===== config.mk =====
export PLATFORM = sky130hd
export DESIGN_NAME = form_value_url_decoder_top
export DESIGN_NICKNAME = d
export VERILOG_FILES = /design/src/rtl/core/fvud_pkg.sv /design/src/rtl/core/fvud_step.sv /design/src/rtl/core/fvud_rbuf.sv /design/src/rtl/core/form_value_url_decoder_top.sv
export SDC_FILE = /design/constraint.sdc
export NUM_CORES = 1
export LEC_CHECK = 0
export ABC_AREA = 1
export BUFFER_PORTS_ARGS = -buffer_cell sky130_fd_sc_hd__buf_2
export CAP_MARGIN = 40
export CORE_UTILIZATION = 54
export CTS_BUF_LIST = sky130_fd_sc_hd__clkbuf_8 sky130_fd_sc_hd__clkbuf_16
export DETAILED_ROUTE_END_ITERATION = 6
export GPL_TIMING_DRIVEN = 0
export PLACE_DENSITY = 0.7
export SLEW_MARGIN = 20
export SYNTH_ARGS = -nofsm -noshare
export SYNTH_HDL_FRONTEND = slang
export SYNTH_SLANG_ARGS = --single-unit

===== constraint.sdc =====
create_clock -name i_clk -period 4.67 [get_ports i_clk]
set_input_delay 0.2335 -clock i_clk [delete_from_list [all_inputs] [get_ports i_clk]]
set_output_delay 0.2335 -clock i_clk [all_outputs]
set_load 0.01 [all_outputs]

===== src/rtl/core/fvud_pkg.sv =====
// shared types, character constants and helpers for the form value url decoder
`default_nettype none

package fvud_pkg;

    // default value buffer size, the value is capped one byte short of it
    localparam int MESSAGE_BYTES = 1024;

    // result queue between the decode stage and the output port
    localparam int RBUF_DEPTH = 4;
    localparam int RBUF_AW    = 2;

    localparam logic [7:0] CH_NUL   = 8'h00;
    localparam logic [7:0] CH_LF    = 8'h0A;
    localparam logic [7:0] CH_CR    = 8'h0D;
    localparam logic [7:0] CH_SPACE = 8'h20;
    localparam logic [7:0] CH_PCT   = 8'h25;
    localparam logic [7:0] CH_AMP   = 8'h26;
    localparam logic [7:0] CH_PLUS  = 8'h2B;
    localparam logic [7:0] CH_M     = 8'h6D;

    typedef enum logic [1:0] {
        ST_FOUND  = 2'd0,
        ST_NO_HDR = 2'd1,
        ST_NO_MSG = 2'd2
    } t_status;

    typedef struct packed {
        logic [7:0] data_byte;
        logic       last_byte;
    } t_in_item;

    typedef struct packed {
        logic [7:0] out_byte;
        logic       byte_valid;
        logic       message_end;
        logic [1:0] status;
    } t_out_item;

    // up to two results written into the queue in one cycle
    typedef struct packed {
        logic [1:0] count;
        t_out_item  r0;
        t_out_item  r1;
    } t_push;

    // blank line that ends the header: cr lf cr lf
    function automatic logic [7:0] hdr_char(input logic [1:0] idx);
        logic [7:0] c;
        unique case (idx)
            2'd0:    c = CH_CR;
            2'd1:    c = CH_LF;
            2'd2:    c = CH_CR;
            default: c = CH_LF;
        endcase
        return c;
    endfunction

    // parameter key "message="
    function automatic logic [7:0] key_char(input logic [2:0] idx);
        logic [7:0] c;
        unique case (idx)
            3'd0:    c = 8'h6D;
            3'd1:    c = 8'h65;
            3'd2:    c = 8'h73;
            3'd3:    c = 8'h73;
            3'd4:    c = 8'h61;
            3'd5:    c = 8'h67;
            3'd6:    c = 8'h65;
            default: c = 8'h3D;
        endcase
        return c;
    endfunction

    // bit 4 set for a valid hex digit, low nibble is its value
    function automatic logic [4:0] hex_val(input logic [7:0] c);
        logic [4:0] r;
        priority if (c >= 8'h30 && c <= 8'h39) r = {1'b1, 4'(c - 8'h30)};
        else if (c >= 8'h61 && c <= 8'h66)     r = {1'b1, 4'(c - 8'h57)};
        else if (c >= 8'h41 && c <= 8'h46)     r = {1'b1, 4'(c - 8'h37)};
        else                                   r = 5'd0;
        return r;
    endfunction

    // bytes that end the value
    function automatic logic is_term(input logic [7:0] c);
        return (c == CH_NUL) || (c == CH_AMP) || (c == CH_CR) || (c == CH_LF);
    endfunction

endpackage

`default_nettype wire


===== src/rtl/core/fvud_step.sv =====
// decode stage: header and key search, value decoding, state registers
`default_nettype none

module fvud_step #(
    parameter int MESSAGE_BYTES = fvud_pkg::MESSAGE_BYTES
) (
    input  wire logic               i_clk,
    input  wire logic               i_rst_n,
    input  wire logic               i_adv,
    input  wire fvud_pkg::t_in_item i_item,
    output fvud_pkg::t_push         o_push
);

    localparam int BW = $clog2(MESSAGE_BYTES);
    localparam logic [BW:0] CAP_W = (BW + 1)'(MESSAGE_BYTES - 1);

    localparam logic [1:0] HP_NONE = 2'd0;
    localparam logic [1:0] HP_ONE  = 2'd1;
    localparam logic [1:0] HP_TWO  = 2'd2;

    typedef enum logic [5:0] {
        PH_HEADER = 6'b000001,
        PH_BODY   = 6'b000010,
        PH_VALUE  = 6'b000100,
        PH_DONE   = 6'b001000,
        PH_NOHDR  = 6'b010000,
        PH_NOMSG  = 6'b100000
    } t_phase;

    t_phase      r_phase, n_phase;
    logic [2:0]  r_mp, n_mp;
    logic [1:0]  r_hp, n_hp;
    logic [7:0]  r_fhc, n_fhc;
    logic [BW-1:0] r_bw, n_bw;

    logic [7:0]  b;
    logic        last;
    logic [1:0]  k;
    logic [7:0]  p0, p1;
    logic        cl;
    logic        seq;
    logic [7:0]  c_sel;
    logic [4:0]  hv_hi, hv_lo;
    logic [7:0]  dec;
    logic [BW:0] bw1, bw2;
    logic        cap0, cap1;
    logic        closed;
    fvud_pkg::t_push push;

    assign b     = i_item.data_byte;
    assign last  = i_item.last_byte;
    assign hv_hi = fvud_pkg::hex_val(r_fhc);
    assign hv_lo = fvud_pkg::hex_val(b);
    assign dec   = (hv_hi[4] && hv_lo[4]) ? {hv_hi[3:0], hv_lo[3:0]} : 8'd0;
    assign bw1   = {1'b0, r_bw} + (BW + 1)'(1);
    assign bw2   = {1'b0, r_bw} + (BW + 1)'(2);
    assign cap0  = bw1 >= CAP_W;
    assign cap1  = bw2 >= CAP_W;

    always_comb begin
        n_phase = r_phase;
        n_mp    = r_mp;
        n_hp    = r_hp;
        n_fhc   = r_fhc;
        n_bw    = r_bw;
        k       = 2'd0;
        p0      = fvud_pkg::CH_NUL;
        p1      = fvud_pkg::CH_NUL;
        cl      = 1'b0;
        seq     = 1'b0;
        c_sel   = b;
        closed  = 1'b0;
        push    = '0;

        unique case (r_phase)
            PH_HEADER: begin
                if (b == fvud_pkg::CH_NUL) begin
                    n_phase = PH_NOHDR;
                end else if (b == fvud_pkg::hdr_char(r_mp[1:0])) begin
                    if (r_mp == 3'd3) begin
                        n_phase = PH_BODY;
                        n_mp    = 3'd0;
                    end else begin
                        n_mp = r_mp + 3'd1;
                    end
                end else begin
                    n_mp = (b == fvud_pkg::CH_CR) ? 3'd1 : 3'd0;
                end
            end
            PH_BODY: begin
                if (b == fvud_pkg::CH_NUL) begin
                    n_phase = PH_NOMSG;
                end else if (b == fvud_pkg::key_char(r_mp)) begin
                    if (r_mp == 3'd7) begin
                        n_phase = PH_VALUE;
                        n_mp    = 3'd0;
                        cl      = last;     // value starts on the last byte: empty
                    end else begin
                        n_mp = r_mp + 3'd1;
                    end
                end else begin
                    n_mp = (b == fvud_pkg::CH_M) ? 3'd1 : 3'd0;
                end
            end
            PH_VALUE: begin
                unique case (r_hp)
                    HP_NONE: begin
                        if (fvud_pkg::is_term(b)) begin
                            cl = 1'b1;
                        end else if (b == fvud_pkg::CH_PLUS) begin
                            k  = 2'd1;
                            p0 = fvud_pkg::CH_SPACE;
                            cl = last;
                        end else if (b == fvud_pkg::CH_PCT) begin
                            if (last) begin
                                k  = 2'd1;
                                p0 = fvud_pkg::CH_PCT;
                                cl = 1'b1;
                            end else begin
                                n_hp = HP_ONE;
                            end
                        end else begin
                            k  = 2'd1;
                            p0 = b;
                            cl = last;
                        end
                    end
                    HP_ONE: begin
                        if (b == fvud_pkg::CH_NUL) begin
                            k  = 2'd1;
                            p0 = fvud_pkg::CH_PCT;
                            cl = 1'b1;
                        end else if (last) begin
                            seq   = 1'b1;
                            c_sel = b;
                        end else begin
                            n_hp  = HP_TWO;
                            n_fhc = b;
                        end
                    end
                    HP_TWO: begin
                        if (b == fvud_pkg::CH_NUL) begin
                            seq   = 1'b1;
                            c_sel = r_fhc;
                        end else begin
                            k    = 2'd1;
                            p0   = dec;
                            cl   = last;
                            n_hp = HP_NONE;
                        end
                    end
                    default: begin
                        n_hp = HP_NONE;
                    end
                endcase
            end
            default: begin
            end
        endcase

        // escape cut short: '%' then its one pending byte ('+' as space) unless that byte ends the value
        if (seq) begin
            k  = fvud_pkg::is_term(c_sel) ? 2'd1 : 2'd2;
            p0 = fvud_pkg::CH_PCT;
            p1 = (c_sel == fvud_pkg::CH_PLUS) ? fvud_pkg::CH_SPACE : c_sel;
            cl = 1'b1;
        end

        // length cap drops whatever follows the capping byte
        if (k != 2'd0 && cap0) begin
            push.count = 2'd1;
            push.r0    = '{p0, 1'b1, 1'b1, fvud_pkg::ST_FOUND};
            n_bw       = BW'(bw1);
            closed     = 1'b1;
        end else if (k == 2'd2) begin
            push.count = 2'd2;
            push.r0    = '{p0, 1'b1, 1'b0, fvud_pkg::ST_FOUND};
            push.r1    = '{p1, 1'b1, 1'b1, fvud_pkg::ST_FOUND};
            n_bw       = BW'(bw2);
            closed     = 1'b1;
        end else if (k == 2'd1) begin
            push.count = 2'd1;
            push.r0    = '{p0, 1'b1, cl, fvud_pkg::ST_FOUND};
            n_bw       = BW'(bw1);
            closed     = cl;
        end else if (cl) begin
            push.count = 2'd1;
            push.r0    = '{fvud_pkg::CH_NUL, 1'b0, 1'b1, fvud_pkg::ST_FOUND};
            closed     = 1'b1;
        end

        if (closed) begin
            n_phase = PH_DONE;
            n_hp    = HP_NONE;
        end

        if (last) begin
            if (n_phase == PH_HEADER || n_phase == PH_NOHDR) begin
                push.count = 2'd1;
                push.r0    = '{fvud_pkg::CH_NUL, 1'b0, 1'b1, fvud_pkg::ST_NO_HDR};
            end else if (n_phase == PH_BODY || n_phase == PH_NOMSG) begin
                push.count = 2'd1;
                push.r0    = '{fvud_pkg::CH_NUL, 1'b0, 1'b1, fvud_pkg::ST_NO_MSG};
            end
            n_phase = PH_HEADER;
            n_mp    = 3'd0;
            n_hp    = HP_NONE;
            n_fhc   = fvud_pkg::CH_NUL;
            n_bw    = '0;
        end

        if (!i_adv) begin
            push.count = 2'd0;
        end
    end

    assign o_push = push;

    always_ff @(posedge i_clk) begin
        if (!i_rst_n) begin
            r_phase <= PH_HEADER;
            r_mp    <= 3'd0;
            r_hp    <= HP_NONE;
            r_fhc   <= fvud_pkg::CH_NUL;
            r_bw    <= '0;
        end else if (i_adv) begin
            r_phase <= n_phase;
            r_mp    <= n_mp;
            r_hp    <= n_hp;
            r_fhc   <= n_fhc;
            r_bw    <= n_bw;
        end
    end

`ifndef ASSERT_OFF
    a_last_resets: assert property (@(posedge i_clk) disable iff (!i_rst_n)
        i_adv && i_item.last_byte |=>
            r_phase == PH_HEADER && r_bw == '0 && r_hp == HP_NONE)
        else $error("state not back to header search after last byte");

    a_pair_order: assert property (@(posedge i_clk) disable iff (!i_rst_n)
        o_push.count == 2'd2 |->
            o_push.r1.message_end && !o_push.r0.message_end && o_push.r0.byte_valid)
        else $error("two results in one item not ordered as byte then closing byte");

    a_fail_alone: assert property (@(posedge i_clk) disable iff (!i_rst_n)
        o_push.count != 2'd0 && o_push.r0.status != fvud_pkg::ST_FOUND |->
            o_push.count == 2'd1 && !o_push.r0.byte_valid && o_push.r0.message_end)
        else $error("failure status mixed with value bytes");

    a_cap_bound: assert property (@(posedge i_clk) disable iff (!i_rst_n)
        r_phase == PH_VALUE |-> {1'b0, r_bw} < CAP_W)
        else $error("value still open past the length cap");
`endif

endmodule

`default_nettype wire


===== src/rtl/core/fvud_rbuf.sv =====
// result queue: takes up to two results a cycle, gives one a cycle while the output is ready
`default_nettype none

module fvud_rbuf (
    input  wire logic                i_clk,
    input  wire logic                i_rst_n,
    input  wire fvud_pkg::t_push     i_push,
    output logic                     o_room,
    output logic                     o_out_valid,
    input  wire logic                i_out_ready,
    output fvud_pkg::t_out_item      o_out_data
);

    localparam int AW = fvud_pkg::RBUF_AW;

    fvud_pkg::t_out_item r_mem [fvud_pkg::RBUF_DEPTH];
    logic [AW-1:0] r_wr_ptr, n_wr_ptr;
    logic [AW-1:0] r_rd_ptr, n_rd_ptr;
    logic [AW:0]   r_count, n_count;
    logic          pop;
    logic [AW-1:0] wr_ptr1;

    assign pop      = (r_count != '0) && i_out_ready;
    assign wr_ptr1  = r_wr_ptr + AW'(1);
    assign n_wr_ptr = r_wr_ptr + AW'(i_push.count);
    assign n_rd_ptr = r_rd_ptr + AW'(pop);
    assign n_count  = r_count + (AW + 1)'(i_push.count) - (AW + 1)'(pop);

    // room for two more results without looking at this cycle's pop
    assign o_room      = r_count <= (AW + 1)'(fvud_pkg::RBUF_DEPTH - 2);
    assign o_out_valid = r_count != '0;
    assign o_out_data  = r_mem[r_rd_ptr];

    always_ff @(posedge i_clk) begin
        if (i_push.count != 2'd0) begin
            r_mem[r_wr_ptr] <= i_push.r0;
        end
        if (i_push.count == 2'd2) begin
            r_mem[wr_ptr1] <= i_push.r1;
        end
    end

    always_ff @(posedge i_clk) begin
        if (!i_rst_n) begin
            r_wr_ptr <= '0;
            r_rd_ptr <= '0;
            r_count  <= '0;
        end else begin
            r_wr_ptr <= n_wr_ptr;
            r_rd_ptr <= n_rd_ptr;
            r_count  <= n_count;
        end
    end

`ifndef ASSERT_OFF
    a_push_room: assert property (@(posedge i_clk) disable iff (!i_rst_n)
        i_push.count != 2'd0 |-> o_room)
        else $error("results pushed without room");

    a_count_bound: assert property (@(posedge i_clk) disable iff (!i_rst_n)
        r_count <= (AW + 1)'(fvud_pkg::RBUF_DEPTH))
        else $error("result queue overfilled");

    a_drain: assert property (@(posedge i_clk) disable iff (!i_rst_n)
        r_count == (AW + 1)'(1) && pop && i_push.count == 2'd0 |=> !o_out_valid)
        else $error("queue still valid after its only result left");
`endif

endmodule

`default_nettype wire


===== src/rtl/core/form_value_url_decoder_top.sv =====
// top level of the form value url decoder: input register, decode stage, result queue
// an accepted item passes the input register and the decode stage, then the result queue
// throughput: one item per cycle while the queue has room; an item that gives two results puts them out in turn
// the input side stalls only when the 4-entry result queue has fewer than two free entries
// reset: synchronous active-low i_rst_n clears the input valid flag, the queue pointers and
// all search and decode state; no clearing pass, items are taken right after reset
`default_nettype none

module form_value_url_decoder_top #(
    parameter int MESSAGE_BYTES = fvud_pkg::MESSAGE_BYTES
) (
    input  wire logic                i_clk,
    input  wire logic                i_rst_n,
    // request bytes in
    input  wire logic                i_in_valid,
    output logic                     o_in_ready,
    input  wire fvud_pkg::t_in_item  i_in_data,
    // decoded value bytes and status out
    output logic                     o_out_valid,
    input  wire logic                i_out_ready,
    output fvud_pkg::t_out_item      o_out_data
);

    // input register, one item deep
    logic                r_in_valid, n_in_valid;
    fvud_pkg::t_in_item  r_in_data;

    logic                room;
    logic                adv;
    logic                take;
    fvud_pkg::t_push     push;

    // the registered item moves on whenever the queue can absorb two results
    assign adv        = r_in_valid && room;
    // a new item may land while the old one moves on in the same cycle
    assign o_in_ready = !r_in_valid || room;
    assign take       = i_in_valid && o_in_ready;

    always_comb begin
        n_in_valid = r_in_valid;
        if (take) begin
            n_in_valid = 1'b1;
        end else if (adv) begin
            n_in_valid = 1'b0;
        end
    end

    always_ff @(posedge i_clk) begin
        if (!i_rst_n) begin
            r_in_valid <= 1'b0;
        end else begin
            r_in_valid <= n_in_valid;
        end
    end

    // payload register needs no reset
    always_ff @(posedge i_clk) begin
        if (take) begin
            r_in_data <= i_in_data;
        end
    end

    // header / key search and percent decoding, one item per cycle while the queue has room
    fvud_step #(
        .MESSAGE_BYTES (MESSAGE_BYTES)
    ) u_step (
        .i_clk   (i_clk),
        .i_rst_n (i_rst_n),
        .i_adv   (adv),
        .i_item  (r_in_data),
        .o_push  (push)
    );

    // results queue up here so the decode stage keeps going under output stalls
    fvud_rbuf u_rbuf (
        .i_clk       (i_clk),
        .i_rst_n     (i_rst_n),
        .i_push      (push),
        .o_room      (room),
        .o_out_valid (o_out_valid),
        .i_out_ready (i_out_ready),
        .o_out_data  (o_out_data)
    );

`ifndef ASSERT_OFF
    a_hold_until_room: assert property (@(posedge i_clk) disable iff (!i_rst_n)
        r_in_valid && !room |=> r_in_valid && $stable(r_in_data))
        else $error("registered item lost while queue was full");

    a_push_needs_item: assert property (@(posedge i_clk) disable iff (!i_rst_n)
        push.count != 2'd0 |-> r_in_valid)
        else $error("result pushed with no item in the input register");

    a_every_item_moves: assert property (@(posedge i_clk) disable iff (!i_rst_n)
        adv && !take |=> !r_in_valid)
        else $error("input register kept an item that already moved on");
`endif

endmodule

`default_nettype wire


# == Yosys cells after proc, flatten, opt, wreduce, memory -nomap -nowiden ==
# Memory sizes are Yosys's and may differ from the RTL's. A register that Yosys moved wholly into a read port is not among the register bits.
# Index checks and enable logic that the tools add are counted.
# classes
magnitude_cmp,14
n_reduce_logical,42
eq_ne,39
add_sub_neg,14
n_mux,108
# ops
operator,n
8-bit two-way mux,19
14-bit two-way mux,5
6-bit two-way mux,10
"8-bit by 6-bit equality test with 1-bit output, second input constant",5
10-bit two-way mux,4
7-bit case mux with 5 select lines,1
"8-bit by 4-bit equality test with 1-bit output, second input constant",4
"8-bit by 7-bit >= comparator with 1-bit output, second input constant",4
"8-bit by 7-bit less-or-equal comparator with 1-bit output, second input constant",4
2-bit two-way mux,15
5-bit two-way mux,6
1-bit two-way mux,28
13-bit two-way mux,2
12-bit two-way mux,2
3-bit two-way mux,8
8-bit case mux with 3 select lines,1
8-bit equality test,2
"8-bit by 6-bit >= comparator with 1-bit output, second input constant",2
"8-bit by 6-bit less-or-equal comparator with 1-bit output, second input constant",2
8-bit logical NOT,2
"4-bit by 3-bit inequality test with 1-bit output, second input constant",4
"4-bit by 3-bit subtractor with 4-bit output, second input constant",4
"3-bit equality test, second input constant",4
"6-bit by 1-bit equality test with 1-bit output, second input constant",2
other kinds (40),77
# word_totals
ramBits,48
in_bits,13
out_inout_bits,14
n_memories,1
ff_bits,46
word_cells,229
# mem_list
name,depth,word_bits,read_ports,rd_clocked_by_memory_dff,write_ports,line,source
u_rbuf.r_mem,4,12,1,1,2,fvud_rbuf.sv:16,fvud_pkg::t_out_item r_mem [fvud_pkg::RBUF_DEPTH];

# == Logic depth before layout (Yosys ltp) ==
# depth
word_depth,24
depth_mapped,27
ltp_nobuf,27

# == Cells and area by module ==
# From an unflattened synthesis, not the netlist that was laid out.
# unflattened
hier_cells,877
hier_area_um2,6687.7
# modules_own_cells
module,cells_per_inst,n_inst,area_each_um2
fvud_step,569,1,3483.3
fvud_rbuf,290,1,2875.3
form_value_url_decoder_top,18,1,329.1

# == Worst setup path before layout ==
# No wires, ideal clock.
# synth_path
kind,register to register
start,register r_in_data[2] (netlist bit)
end,register u_rbuf.r_count[2]
setup_slack_ns,1.318
arrival_ns,3.232
stages_incl_launch_ff,26
required_time_ns,4.550
path_cell_list,edfxtp_1 inv_1 ha_1 inv_1 nor2_1 nand2_2 o21ai_2 nor2_1 nand3_2 nand2_1 nand2_1 nand2_2 nand2_4 nand3_4 nor3_2 nand3_1 nand2_1 nand2_2 nand3_2 nand2_2 ha_1 inv_1 ha_1 fa_1 o21ai_0 a21oi_1
# synth_between
elab_chain_cells,23
elab_cells_between_ends,73
# synth_lines
item,line,source
"start, declared",form_value_url_decoder_top.sv:26,fvud_pkg::t_in_item r_in_data;
"start signal, assigned",form_value_url_decoder_top.sv:59,r_in_data <= i_in_data;
8-bit logical NOT,--,
8-bit two-way mux,fvud_step.sv:142,if (b == fvud_pkg::CH_NUL) begin
8-bit two-way mux,--,
8-bit two-way mux,fvud_step.sv:75,unique case (r_phase)
8-bit by 6-bit equality test with 1-bit output / 8-bit logical NOT (equally long branches),fvud_pkg.sv:87,return (c == CH_NUL) || (c == CH_AMP) || (c == CH_CR) || (c == CH_LF);
1-bit logical OR (3 in series),fvud_pkg.sv:87,
2-bit two-way mux,fvud_step.sv:163,k = fvud_pkg::is_term(c_sel) ? 2'd1 : 2'd2;
2-bit two-way mux,fvud_step.sv:162,if (seq) begin
[... 5 more ...],--,
6-bit by 2-bit equality test with 1-bit output / 6-bit equality test (equally long branches),fvud_step.sv:201,end else if (n_phase == PH_BODY || n_phase == PH_NOMSG) begin
1-bit logical OR,fvud_step.sv:201,
14-bit two-way mux,fvud_step.sv:201,
14-bit two-way mux,fvud_step.sv:198,if (n_phase == PH_HEADER || n_phase == PH_NOHDR) begin
14-bit two-way mux *,fvud_step.sv:197,if (last) begin
2-bit two-way mux *,fvud_step.sv:212,if (!i_adv) begin
3-bit by 2-bit adder with 3-bit output *,fvud_rbuf.sv:27,assign n_count = r_count + (AW + 1)'(i_push.count) - (AW + 1)'(pop);
3-bit by 1-bit subtractor with 3-bit output *,fvud_rbuf.sv:27,
"end signal, assigned",fvud_rbuf.sv:51,r_count <= n_count;
"end, declared",fvud_rbuf.sv:19,"logic [AW:0] r_count, n_count;"
# Mark *: on every way between the ends. The rest lies on a longest branch, timed or not.
# A chain may end at the register's enable or synchronous reset.

# == Worst setup path in the final report ==
# Same ends and word-level chain as after synthesis.

==> flow_summary_export.csv <==
group,metric,value,unit
pwr,p_switching,758,uW
sta,finalWorstSetupSlack,0.532,ns
clocking,cts_buffers,9,
clocking,postCtsSetupRepairBufs,0,
cells_and_area,area_growth,9.39,%
pwr,p_int,1.49,mW
die,die_h,112,um
global_routing,antenna_found_initial,0,
drt,firstDrtPassIters,7,
sta,final-setup-viol-count,0,
logic_synthesis,synth_edf_count,49,
logic_synthesis,synth_xor_area_share,2.94,%
cells_and_area,fin_area,7110,um^2
pwr,seqPwrFrac,43.0,%
global_routing,grt_pass1_vias,5795,
clocking,clk_pin_slew,0.07,ns
logic_synthesis,yosysTopAreaCell,"edfxtp_1",
worst_setup_path,critical_path_class,"reg2reg",
logic_synthesis,synth_area,6500,um^2
cells_and_area,seqCellArea,2370,um^2
drt,ant_nets,0,
pwr,total_power,2.24,mW
cells_and_area,diodes,0,
global_routing,track_usage,27.0,%
sta,relSlewSlack,49.5,%
die,dieArea,12500,um^2
logic_synthesis,ys_seq_elements,94,
logic_synthesis,synth_compound_area_share,16.7,%
logic_synthesis,synthesis.nets,910,
logic_synthesis,synth_top_family_by_area,"simple AND/OR/NAND/NOR gates",
placed_design,port_buffers,26,
clocking,root_buffer,"clkbuf_16",
placed_design,gp_congestion,0.948,
drt,route.detailed.drc,3,
sta,finalSetupTns,0,ns
sta,rsz0062_at_grt,"no",
run_status,status,"finished with violations",
sta,hold_viol_final,0,
drt,drt_iter0_markers,469,
cells_and_area,drive_gt1_share,14.5,%
worst_setup_path,crit_fanout,10,
drt,wire_per_inst,15.0,um
worst_setup_path,startpoint_type,"flip-flop",
cells_and_area,fin_util,61.5,%
die,rows,39,
cells_and_area,nNetsFinal,950,
run_status,violations,"design-rule violations",
clocking,clk_latency,0.36,ns
die,die_x,112,um
clocking,clock_path_buffers,2,
worst_setup_path,slowest_stage,"edfxtp_1",
sta,whs,0.0443,ns
logic_synthesis,synthSimpleGateAreaFrac,29.7,%
worst_setup_path,r2r_cells,23,
hold_path,hold_class,"in2reg",
sta,worst_pin_slew,0.758,ns
clocking,cts-resized-gates,0,
clocking,cts-htree-levels,3,
clocking,cts_hold_buf,0,
logic_synthesis,synth_area_leaders,"edfxtp_1 23%, dfxtp_1 14%, nand2_1 12%",
placed_design,dp_slack,0.650,ns
worst_setup_path,arrival,4.39,ns
worst_setup_path,reg2reg_slack,0.53,ns
cells_and_area,nFillCells,1026,
pwr,vdd_drop_max,175,uV
sta,timing.final.crit_share,88.6,%
logic_synthesis,synth_fa_ha_area_share,5.70,%
global_routing,grt_first_pass_wirelength,26.8,mm
placed_design,place_area,6830,um^2
sta,final_max_slew_viol_count,0,
flow_run,maxCapViolCount,0,
worst_setup_path,cp_top_family,"simple AND/OR/NAND/NOR gates",
logic_synthesis,synthFlopType,"edfxtp_1",
placed_design,placed_cells,1039,
pwr,leakagePower,3.01,nW
sta,skew,0.00944,ns
logic_synthesis,syn_avg_cell_area,7.49,um^2
die,core-area,11600,um^2
clocking,cts_sinks,94,
logic_synthesis,yosysUniqueCellTypes,55,
sta,fin_crit,4.14,ns
die,pin_count,27,
worst_setup_path,path_cells,"inv_1, ha_1, nand3_4, nor2_4, buf_6, nand2_1, o21ai_1, inv_1, nor2_1, nand2_1, nand2_1, nand2_1, nand2_2, o21ai_1, and2_1, nand3_2, nand2_2, ha_1, inv_1, ha_1, fa_1, o21ai_0, a21oi_1",
logic_synthesis,ys_warn_count,0,
logic_synthesis,ys_async_sr_fraction,0,%
pwr,power_density,315,nW/um^2
hold_path,hold_depth,1,
die,start_util,56.2,%
sta,fmaxAchievable,0.242,GHz
drt,num_vias,6045,
pwr,p_clk_share,31.1,%
worst_setup_path,crit_buf_inv,4,
cells_and_area,finalNonFillerCells,1056,
pwr,sw_frac_of_total,33.8,%
worst_setup_path,cp_common_cell,"nand2_1",
drt,drt_wl_total,15.9,mm
worst_setup_path,cp-end-kind,"flip-flop",
worst_setup_path,cp_num_cells,23,
pwr,pwr-share-comb,25.9,%
global_routing,grt-ovfl-total,0,
global_routing,grt_max_degree,17,
drt,viasPerCell,5.72,
logic_synthesis,synth-seq-area-share,36.5,%
worst_setup_path,cpPeakStageDelay,0.53,ns
placed_design,place_hpwl,12.5,mm
logic_synthesis,yosysTopAreaCellShare,22.6,%
logic_synthesis,postSynthCellCount,868,
cells_and_area,final_common_cell,"nand2_1",
logic_synthesis,synth_mux_area_share,0,%
worst_setup_path,required,4.93,ns
clocking,cts_tree,"yes",
cells_and_area,final_cell_mix,"207 x nand2_1, 90 x inv_1, 74 x nor2_1, 62 x o21ai_0, 52 x nand3_1",
cells_and_area,multi_input_area,3580,um^2
## registers in the layout (all words and copies together) (netlist names)
| name | flops |
|---|---|
| u_step.r_bw | 10 |
| u_step.r_mp | 3 |
| u_step.r_phase | 6 |
| u_rbuf.r_count | 3 |
| u_step.r_fhc | 8 |
| u_step.r_hp | 2 |
| u_rbuf.r_mem | 48 |
| u_rbuf.r_wr_ptr | 2 |
| u_rbuf.r_rd_ptr | 2 |
| r_in_valid | 1 |
| r_in_data | 9 |
## worst reg2reg max path: cells and delay by family (launching register included)
kind | cells | cell delay, ns
adders and majority gates | 4 | 1.15
and+or+nand+nor | 11 | 1.21
DFF | 1 | 0.53
AOI/OAI and AO/OA | 4 | 0.51
buffers and inverters | 4 | 0.63
## routing by layer
metal  track usage, %  vias to the layer above  routed length (um)
met5                0                        -                   0
met4             10.4                        0                 367
met3             5.28                       34                 900
met2             45.6                      193                7550
met1             34.0                     2800                7050
li1                 -                     3018                   -
## power groups by stage
stage                     clock network [mW]  logic [mW]  registers, mW
after CTS                              0.705       0.580          0.965
after floorplan                            0       0.416          0.966
final                                  0.699       0.580          0.965
after global placement                     0       0.555          0.981
after detailed placement                   0       0.577          0.982
after global routing                   0.739       0.660          0.971
## layout make-up
type,count,area share (%)
Multi-Input combinational cell,645,50.4
Sequential cell,94,33.4
Buffer,24,2.15
Clock inverter,7,0.704
Timing Repair Buffer,29,2.11
Inverter,105,5.65
Tap cell,143,2.52
Clock buffer,9,3.17
## cell usage after synthesis, types with 6 or more instances
cell type	number
nand2_1	207
inv_1	89
nor2_1	74
o21ai_0	62
nand3_1	52
edfxtp_1	49
dfxtp_1	45
a21oi_1	43
ha_1	28
o21ai_1	22
nand4_1	18
xor2_1	16
inv_2	14
o22ai_1	14
clkbuf_1	12
nand2_2	12
o21ai_2	12
o211ai_1	9
nor2_2	8
nor3_1	7
buf_6	6
## path summary, 6_finish.rpt
path / startpoint / end
max reg2reg: r_in_data[2] / u_rbuf.r_count[2]
min reg2reg: u_rbuf.r_mem[3][1] / u_rbuf.r_mem[3][1]
max: r_in_data[2] / u_rbuf.r_count[2]
min: i_in_data[5] / r_in_data[5]
## cells by family after synthesis
| kind of cell | Yosys count |
|---|---|
| DFF | 94 |
| AOI/OAI and AO/OA | 184 |
| adders and majority gates | 29 |
| xor gates and xnor gates | 21 |
| buffers and inverters | 129 |
| and+or+nand+nor | 411 |
(Power assumes the default switching activity.)
